### config.mk
export PLATFORM = sky130hd
export DESIGN_NAME = double_ended_queue_with_reverse
export DESIGN_NICKNAME = d
export VERILOG_FILES = /design/src/rtl/core/dqr_pkg.sv /design/src/rtl/core/dqr_ctrl.sv /design/src/rtl/core/dqr_datapath.sv /design/src/rtl/core/double_ended_queue_with_reverse.sv
export SDC_FILE = /design/constraint.sdc
export NUM_CORES = 2
export LEC_CHECK = 0
export BUFFER_PORTS_ARGS = -buffer_cell sky130_fd_sc_hd__buf_2
export CAP_MARGIN = 20
export CELL_PAD_IN_SITES_DETAIL_PLACEMENT = 0
export CELL_PAD_IN_SITES_GLOBAL_PLACEMENT = 1
export CORE_MARGIN = 1
export CORE_UTILIZATION = 38
export DETAILED_ROUTE_END_ITERATION = 8
export GPL_ROUTABILITY_DRIVEN = 0
export PLACE_DENSITY_LB_ADDON = 0.1
export SETUP_SLACK_MARGIN = 0.4
export SYNTH_ARGS = -nofsm -noshare
export SYNTH_HDL_FRONTEND = slang
export SYNTH_SLANG_ARGS = --single-unit
### constraint.sdc
create_clock -name clock -period 9.2 [get_ports clock]
set_input_delay 0.92 -clock clock [delete_from_list [all_inputs] [get_ports clock]]
set_output_delay 0.92 -clock clock [all_outputs]
set_load 0.005 [all_outputs]
### src/rtl/core/dqr_pkg.sv
package dqr_pkg;

   typedef enum logic [2:0] {
      CMD_PUSH_FRONT = 3'd0,
      CMD_PUSH_BACK  = 3'd1,
      CMD_POP_FRONT  = 3'd2,
      CMD_POP_BACK   = 3'd3,
      CMD_REVERSE    = 3'd4,
      CMD_CLEAR      = 3'd5
   } cmd_type;

   typedef enum logic [1:0] {
      ST_OK        = 2'd0,
      ST_UNDERFLOW = 2'd1,
      ST_OVERFLOW  = 2'd2
   } status_type;

   typedef enum logic [1:0] {
      S_IDLE,
      S_READ,
      S_LOAD
   } state_type;

   typedef struct packed {
      logic exec;
      logic rd;
      logic load;
   } ctl_type;

   localparam int CMD_BITS   = 3;
   localparam int COUNT_BITS = 5;

endpackage

### src/rtl/core/dqr_ctrl.sv
module dqr_ctrl (
   input  logic             clock,
   input  logic             reset,
   input  logic             req_tvalid,
   output logic             req_tready,
   output logic             rsp_tvalid,
   input  logic             rsp_tready,
   output dqr_pkg::ctl_type ctl
);

   dqr_pkg::state_type state_ff, state_in;
   logic               out_valid_ff, out_valid_in;

   always_ff @(posedge clock) begin
      if (reset) begin
         state_ff     <= dqr_pkg::S_IDLE;
         out_valid_ff <= 1'b0;
      end else begin
         state_ff     <= state_in;
         out_valid_ff <= out_valid_in;
      end
   end

   always_comb begin
      state_in   = state_ff;
      req_tready = 1'b0;
      ctl        = '0;
      unique case (state_ff)
         dqr_pkg::S_IDLE: begin
            req_tready = 1'b1;
            if (req_tvalid) begin
               ctl.exec = 1'b1;
               state_in = dqr_pkg::S_READ;
            end
         end
         dqr_pkg::S_READ: begin
            ctl.rd   = 1'b1;
            state_in = dqr_pkg::S_LOAD;
         end
         dqr_pkg::S_LOAD: begin
            if (!out_valid_ff || rsp_tready) begin
               ctl.load = 1'b1;
               state_in = dqr_pkg::S_IDLE;
            end
         end
         default: state_in = dqr_pkg::S_IDLE;
      endcase

      priority if (ctl.load) begin
         out_valid_in = 1'b1;
      end else if (rsp_tready) begin
         out_valid_in = 1'b0;
      end else begin
         out_valid_in = out_valid_ff;
      end
   end

   assign rsp_tvalid = out_valid_ff;

endmodule

### src/rtl/core/dqr_datapath.sv
module dqr_datapath #(
   parameter int DEPTH     = 16,
   parameter int WORD_BITS = 64,
   parameter int AW        = $clog2(DEPTH),
   parameter int CW        = $clog2(DEPTH + 1)
) (
   input  logic                   clock,
   input  logic                   reset,
   input  dqr_pkg::ctl_type       ctl,
   input  dqr_pkg::cmd_type       command,
   input  logic [WORD_BITS-1:0]   word_in,
   output logic [WORD_BITS-1:0]   front_word,
   output logic [WORD_BITS-1:0]   back_word,
   output logic [CW-1:0]          entry_count,
   output logic                   is_empty,
   output dqr_pkg::status_type    status,
   output logic [CW-1:0]          live_count
);

   localparam int SW = AW + 1;

   logic [WORD_BITS-1:0] ring_ff [DEPTH];
   logic [WORD_BITS-1:0] rd_low_ff, rd_high_ff;

   logic [AW-1:0]        head_ff, head_in;
   logic [CW-1:0]        count_ff, count_in;
   logic                 rev_ff, rev_in;
   dqr_pkg::status_type  status_ff, status_in;

   logic [WORD_BITS-1:0] front_ff, front_in, back_ff, back_in;
   logic [CW-1:0]        ecount_ff;
   logic                 empty_ff;
   dqr_pkg::status_type  ostatus_ff;

   logic                 wr_en;
   logic [AW-1:0]        wr_addr;
   logic [AW-1:0]        head_dec, head_inc, slot_next, slot_last;
   logic [SW-1:0]        sum_next, sum_last;
   logic                 to_low;

   assign head_dec = (head_ff == '0) ? AW'(DEPTH - 1) : head_ff - AW'(1);
   assign head_inc = (head_ff == AW'(DEPTH - 1)) ? '0 : head_ff + AW'(1);

   assign sum_next  = SW'(head_ff) + SW'(count_ff);
   assign slot_next = (sum_next >= SW'(DEPTH)) ? AW'(sum_next - SW'(DEPTH)) : AW'(sum_next);
   assign sum_last  = SW'(head_ff) + SW'(count_ff - CW'(1));
   assign slot_last = (sum_last >= SW'(DEPTH)) ? AW'(sum_last - SW'(DEPTH)) : AW'(sum_last);

   always_comb begin
      head_in   = head_ff;
      count_in  = count_ff;
      rev_in    = rev_ff;
      status_in = status_ff;
      wr_en     = 1'b0;
      wr_addr   = slot_next;
      to_low    = 1'b0;
      if (ctl.exec) begin
         status_in = dqr_pkg::ST_OK;
         unique case (command)
            dqr_pkg::CMD_PUSH_FRONT, dqr_pkg::CMD_PUSH_BACK: begin
               to_low = (command == dqr_pkg::CMD_PUSH_FRONT) != rev_ff;
               if (count_ff == CW'(DEPTH)) begin
                  status_in = dqr_pkg::ST_OVERFLOW;
               end else begin
                  wr_en    = 1'b1;
                  count_in = count_ff + CW'(1);
                  if (to_low) begin
                     head_in = head_dec;
                     wr_addr = head_dec;
                  end
               end
            end
            dqr_pkg::CMD_POP_FRONT, dqr_pkg::CMD_POP_BACK: begin
               to_low = (command == dqr_pkg::CMD_POP_FRONT) != rev_ff;
               if (count_ff == '0) begin
                  status_in = dqr_pkg::ST_UNDERFLOW;
               end else begin
                  count_in = count_ff - CW'(1);
                  if (to_low) begin
                     head_in = head_inc;
                  end
               end
            end
            dqr_pkg::CMD_REVERSE: begin
               if (count_ff == '0) begin
                  status_in = dqr_pkg::ST_UNDERFLOW;
               end else begin
                  rev_in = !rev_ff;
               end
            end
            dqr_pkg::CMD_CLEAR: begin
               head_in  = '0;
               count_in = '0;
               rev_in   = 1'b0;
            end
            default: ;
         endcase
      end
   end

   always_ff @(posedge clock) begin
      if (reset) begin
         head_ff  <= '0;
         count_ff <= '0;
         rev_ff   <= 1'b0;
      end else begin
         head_ff  <= head_in;
         count_ff <= count_in;
         rev_ff   <= rev_in;
      end
   end

   always_ff @(posedge clock) begin
      status_ff <= status_in;
   end

   // ring store, one write and two registered reads
   always_ff @(posedge clock) begin
      if (wr_en) begin
         ring_ff[wr_addr] <= word_in;
      end
      if (ctl.rd) begin
         rd_low_ff  <= ring_ff[head_ff];
         rd_high_ff <= ring_ff[slot_last];
      end
   end

   always_comb begin
      front_in = '0;
      back_in  = '0;
      if (count_ff != '0) begin
         front_in = rev_ff ? rd_high_ff : rd_low_ff;
         back_in  = rev_ff ? rd_low_ff : rd_high_ff;
      end
   end

   always_ff @(posedge clock) begin
      if (ctl.load) begin
         front_ff   <= front_in;
         back_ff    <= back_in;
         ecount_ff  <= count_ff;
         empty_ff   <= (count_ff == '0);
         ostatus_ff <= status_ff;
      end
   end

   assign front_word  = front_ff;
   assign back_word   = back_ff;
   assign entry_count = ecount_ff;
   assign is_empty    = empty_ff;
   assign status      = ostatus_ff;
   assign live_count  = count_ff;

endmodule

### src/rtl/core/double_ended_queue_with_reverse.sv
// channel   dir  ports                      content
// req       in   req_tvalid/tready/tdata    word_in; tuser command
// rsp       out  rsp_tvalid/tready/tdata    front, back, count, empty, status
//
// Each item passes three steps: command and ring write, registered ring read,
// load of the output register. A new item is taken only once the last one is
// loaded, as the registered read port of the ring store follows the write.
// Reset clears pointers, count and direction; the ring store holds no reset.
// A stalled result holds the block in its load step until the output is taken.
module double_ended_queue_with_reverse #(
   parameter int DEPTH     = 16,
   parameter int WORD_BITS = 64
) (
   input  logic         clock,
   input  logic         reset,
   input  logic         req_tvalid,
   output logic         req_tready,
   input  logic [63:0]  req_tdata,  // [63:0] word_in
   input  logic [2:0]   req_tuser,  // [2:0] command
   output logic         rsp_tvalid,
   input  logic         rsp_tready,
   output logic [135:0] rsp_tdata   // [63:0] front_word, [127:64] back_word,
                                    // [132:128] entry_count, [133] is_empty,
                                    // [135:134] status
);

   localparam int CW = $clog2(DEPTH + 1);

   dqr_pkg::ctl_type     ctl;
   logic [WORD_BITS-1:0] front_word, back_word;
   logic [CW-1:0]        entry_count, live_count;
   logic                 is_empty;
   dqr_pkg::status_type  status;

   dqr_ctrl u_ctrl (
      .clock      (clock),
      .reset      (reset),
      .req_tvalid (req_tvalid),
      .req_tready (req_tready),
      .rsp_tvalid (rsp_tvalid),
      .rsp_tready (rsp_tready),
      .ctl        (ctl)
   );

   dqr_datapath #(
      .DEPTH     (DEPTH),
      .WORD_BITS (WORD_BITS)
   ) u_datapath (
      .clock       (clock),
      .reset       (reset),
      .ctl         (ctl),
      .command     (dqr_pkg::cmd_type'(req_tuser[dqr_pkg::CMD_BITS-1:0])),
      .word_in     (req_tdata[WORD_BITS-1:0]),
      .front_word  (front_word),
      .back_word   (back_word),
      .entry_count (entry_count),
      .is_empty    (is_empty),
      .status      (status),
      .live_count  (live_count)
   );

   assign rsp_tdata = {status, is_empty, dqr_pkg::COUNT_BITS'(entry_count),
                       64'(back_word), 64'(front_word)};

   a_one_at_a_time: assert property (@(posedge clock) disable iff (reset)
      (req_tvalid && req_tready) |=> !req_tready)
      else $error("item accepted while another is in flight");

   a_count_bound: assert property (@(posedge clock) disable iff (reset)
      live_count <= CW'(DEPTH))
      else $error("count beyond depth");

   a_underflow_empty: assert property (@(posedge clock) disable iff (reset)
      (rsp_tvalid && status == dqr_pkg::ST_UNDERFLOW) |-> is_empty)
      else $error("underflow reported on non-empty deque");

   a_overflow_full: assert property (@(posedge clock) disable iff (reset)
      (rsp_tvalid && status == dqr_pkg::ST_OVERFLOW) |->
         (!is_empty && entry_count == CW'(DEPTH)))
      else $error("overflow reported on non-full deque");

endmodule

==> results by group <==
Cells and area
  • Layout Utilization: 0.439
  • Fill cell count: 12.8k
  • Multi-input gate area: 0.0179 sq mm
  • Area growth from synthesis to layout: 14.2%
  • Final nets: 3223
  • Register Area: 0.0390 sq mm
  • Final non-filler cell total: 5269
  • Proportion of layout cells with a drive suffix above 1: 0.336
  • Design Area, Final: 0.0658 sq mm

Critical path
  • CP max stage cell: dfxtp_4
  • Critical Setup Path Class: reg -> reg
  • CP Max Fanout: 38
  • CP most frequent cell: buf_4
  • Reg-to-reg critical path startpoint: u_datapath.head_ff[1]$_SDFFE_PP0P_
  • Worst path cell trace: inv_1 -> fa_1 -> xnor2_1 -> or3_1 -> o21a_1 -> or3b_2 -> nor2_4 -> buf_4 -> buf_4
  • CP peak stage delay: 0.79 ns
  • RR Endpoint: u_datapath.ring_ff[11][20]$_DFFE_PP_
  • CP Launch Type: flip-flop
  • CP startpoint: u_datapath.head_ff[1]$_SDFFE_PP0P_
  • Required time of the critical path: 9.60 ns
  • Critical Path Stages: 9
  • Buffers plus inverters on the worst setup path: 3
  • Cell family with most CP delay: simple AND/OR/NAND/NOR gates
  • Reg2reg path depth: 9
  • WP data arrival: roughly 5.5 ns
  • Critical Path End Type: flip-flop
  • R2R setup slack: 4.14 ns

Placed design
  • Detailed Place HPWL: 87400 um
  • Placed insts: ~5k
  • Place WS: approximately 4 ns
  • Dpl cell area: 0.0612 sq mm
  • Port Buffer Count: 208

CTS
  • CTS Hold Bufs: 0
  • Clk buf depth: 3
  • CTS root buf: clkbuf_16
  • TritonCTS Buffers: about 150
  • Total clock sinks: 1303
  • CTS H-tree depth: 4
  • Clk_lat worst skew: roughly 0.77 ns
  • Reg clk slew, reported paths: 0.06 ns
  • # Post-CTS Setup Buffers: 0
  • Post-CTS Resized: 0
  • CTS tree: built

Synth
  • Post-synth top area share: 0.672
  • Post-synth EDFFs: roughly 1.3k
  • Unique masters post-synth: 54
  • Mapped Nets: 3007
  • Seq/Total Area, Yosys: 0.676
  • Syn Area/Cell: 19.7 sq um
  • Main synth FF type: edfxtp_1
  • Register bit total from synthesis: around 1.3k
  • YS warnings: 0
  • Post-synth ARST share: 0
  • Mapped cell area: 0.0577 sq mm
  • Post-synthesis cell count: 2923
  • Synth area leader: edfxtp_1
  • Synth area leaders: edfxtp_1 (67%), mux4_2 (23%), mux2i_1 (2.3%), nand2_1 (1.8%), nor2_1 (0.96%)

Pwr
  • Leak pwr: 20.6 nW
  • PD cells: 232 mW/mm^2
  • Pwr Total: 15.3 mW
  • Max VDD drop: 0.179 mV

Floorplan
  • Die Y: ~390 um
  • Rows: 142
  • Die X: 392 um
  • Initial Utilization: 0.384
  • Ports: between 200 and 250
  • Core ar.: 0.150 sq mm
  • Die ar.: 0.153 sq mm

Global routing
  • Number of global-route vias before repair: approximately 33k
  • Tot GR Track Use: 0.214
  • Grt total ovfl: 0
  • Largest net degree at the start of global routing: 130
  • First-pass GRT wire length: 234000 um
  • Antenna violations before repair: 24

Routing
  • Vias: 31.0k
  • DR DRC count: 0
  • DRT antenna net count: 0
  • Vias/cell: 5.89
  • Detailed Route WL: 163000 um
  • First-pass DRT Iterations: 5
  • DR WL/cell: slightly above 30 um
  • First DRT Iteration DRCs: 2823

STA
  • Worst clock skew: 0.0222 ns
  • Slew Viols, Final: 0
  • Final min period: 5.06 ns
  • FMAX: 198 MHz
  • Worst Tran Pin Value: approximately 1.2 ns
  • Hold WS: 0.436 ns
  • Tcrit/Tclk final: 0.550
  • Setup TNS: 0 ns
  • Worst slew margin: 0.221
  • Final setup viols: 0
  • RSZ-0062 raised after global routing: false
  • Final WS setup: slightly above 4 ns
  • Final hold viol count: 0

Hold path
  • Hold Crit Start: u_datapath.status_ff[1]$_DFFE_PP_
  • HP Class: reg -> reg
  • Hold EP: u_datapath.status[1]$_DFFE_PP_
  • Depth of the worst hold-timing path: 0

Flow run
  • Maxcap violations: 0

Run status
  • Status: finished clean
[cell usage after synthesis (all sizes together) (2+ instances only)]
| cell type | count |
|---|---|
| a211oi | 4 |
| a21o | 4 |
| a21oi | 20 |
| a31oi | 65 |
| and3 | 66 |
| buf | 76 |
| clkbuf | 137 |
| dfxtp | 13 |
| edfxtp | 1290 |
| fa | 2 |
| ha | 11 |
| inv | 10 |
| mux2 | 2 |
| mux2i | 133 |
| mux4 | 576 |
| nand2 | 271 |
| nand2b | 5 |
| nand3 | 9 |
| nand3b | 4 |
| nand4 | 4 |
| nor2 | 148 |
| nor2b | 7 |
| nor3 | 8 |
| nor3b | 4 |
| nor4 | 4 |
| o21a | 3 |
| o21ai | 7 |
| o21ba | 2 |
| o31ai | 2 |
| o32ai | 2 |
| or2 | 2 |
| or3 | 3 |
| or3b | 3 |
| xnor2 | 7 |
| xor2 | 7 |
[report_power, final]
part           switching, mW  leakage, nW  internal [mW]
sequential            0.0866         11.8           6.78
combinational           1.63         6.61           1.08
clock                   2.33         2.28           3.40
total                   4.04         20.6           11.3
[cell type report]
class | count | area share
sequential | 1303 | 0.593
multi-input combinational | 1396 | 0.272
clock buffer | 179 | 0.0590
tap | 2016 | 0.0383
timing repair buffer | 280 | 0.0257
clock inverter | 82 | 0.0116
inverter | 11 | 0.000665
antenna | 2 | 0.0000760
[layout by cell type, fill, tap and decap left out, drive strengths merged, types with 20 or more instances in the layout]
cell       n
a21oi     20
a31oi     65
and3      66
buf      280
clkbuf   179
clkinv    61
edfxtp  1290
mux2i    133
mux4     576
nand2    271
nor2     148
[layer usage]
| metal | track usage | share of wire |
|---|---|---|
| met1 | 0.278 | 0.41 |
| met2 | 0.367 | 0.51 |
| met3 | 0.0435 | 0.060 |
| met4 | 0.0569 | 0.023 |
| met5 | 0 | 0.00088 |
[cell families after synthesis]
group | after synthesis | synth area share
multiplexers | 711 | 0.248
adder cells (fa/ha/maj) | 13 | 0.00308
AO/OA/AOI/OAI | 116 | 0.0128
XOR/XNOR | 14 | 0.00213
buffers and inverters | 224 | 0.0163
AND/OR/NAND/NOR | 542 | 0.0408
flip-flops | 1303 | 0.676
[worst max-delay path by stage]
| stage | end | slack (ns) |
|---|---|---|
| floorplan | u_datapath.back_word[0]$_SDFFCE_PP0P_ | 1.51 |
| global placement | u_datapath.ring_ff[15][14]$_DFFE_PP_ | 3.89 |
| detailed placement | u_datapath.ring_ff[15][14]$_DFFE_PP_ | 3.90 |
| CTS | u_datapath.ring_ff[15][30]$_DFFE_PP_ | 3.98 |
| global route | u_datapath.ring_ff[15][14]$_DFFE_PP_ | 3.92 |
| finish | u_datapath.ring_ff[11][20]$_DFFE_PP_ | 4.14 |
[registers in the layout, indices dropped and copies added (netlist names)]
name and count:
u_datapath.rd_high_ff 64, u_datapath.entry_count 5, u_datapath.rev_ff 1, u_datapath.head_ff 4
u_datapath.status 2, u_ctrl.state_ff 2, u_ctrl.rsp_tvalid 1, u_datapath.front_word 64
u_datapath.back_word 64, u_datapath.live_count 5, u_datapath.ring_ff 1024, u_datapath.rd_low_ff 64
u_datapath.status_ff 2, u_datapath.is_empty 1
No activity file was read; power rests on OpenSTA's default activity.
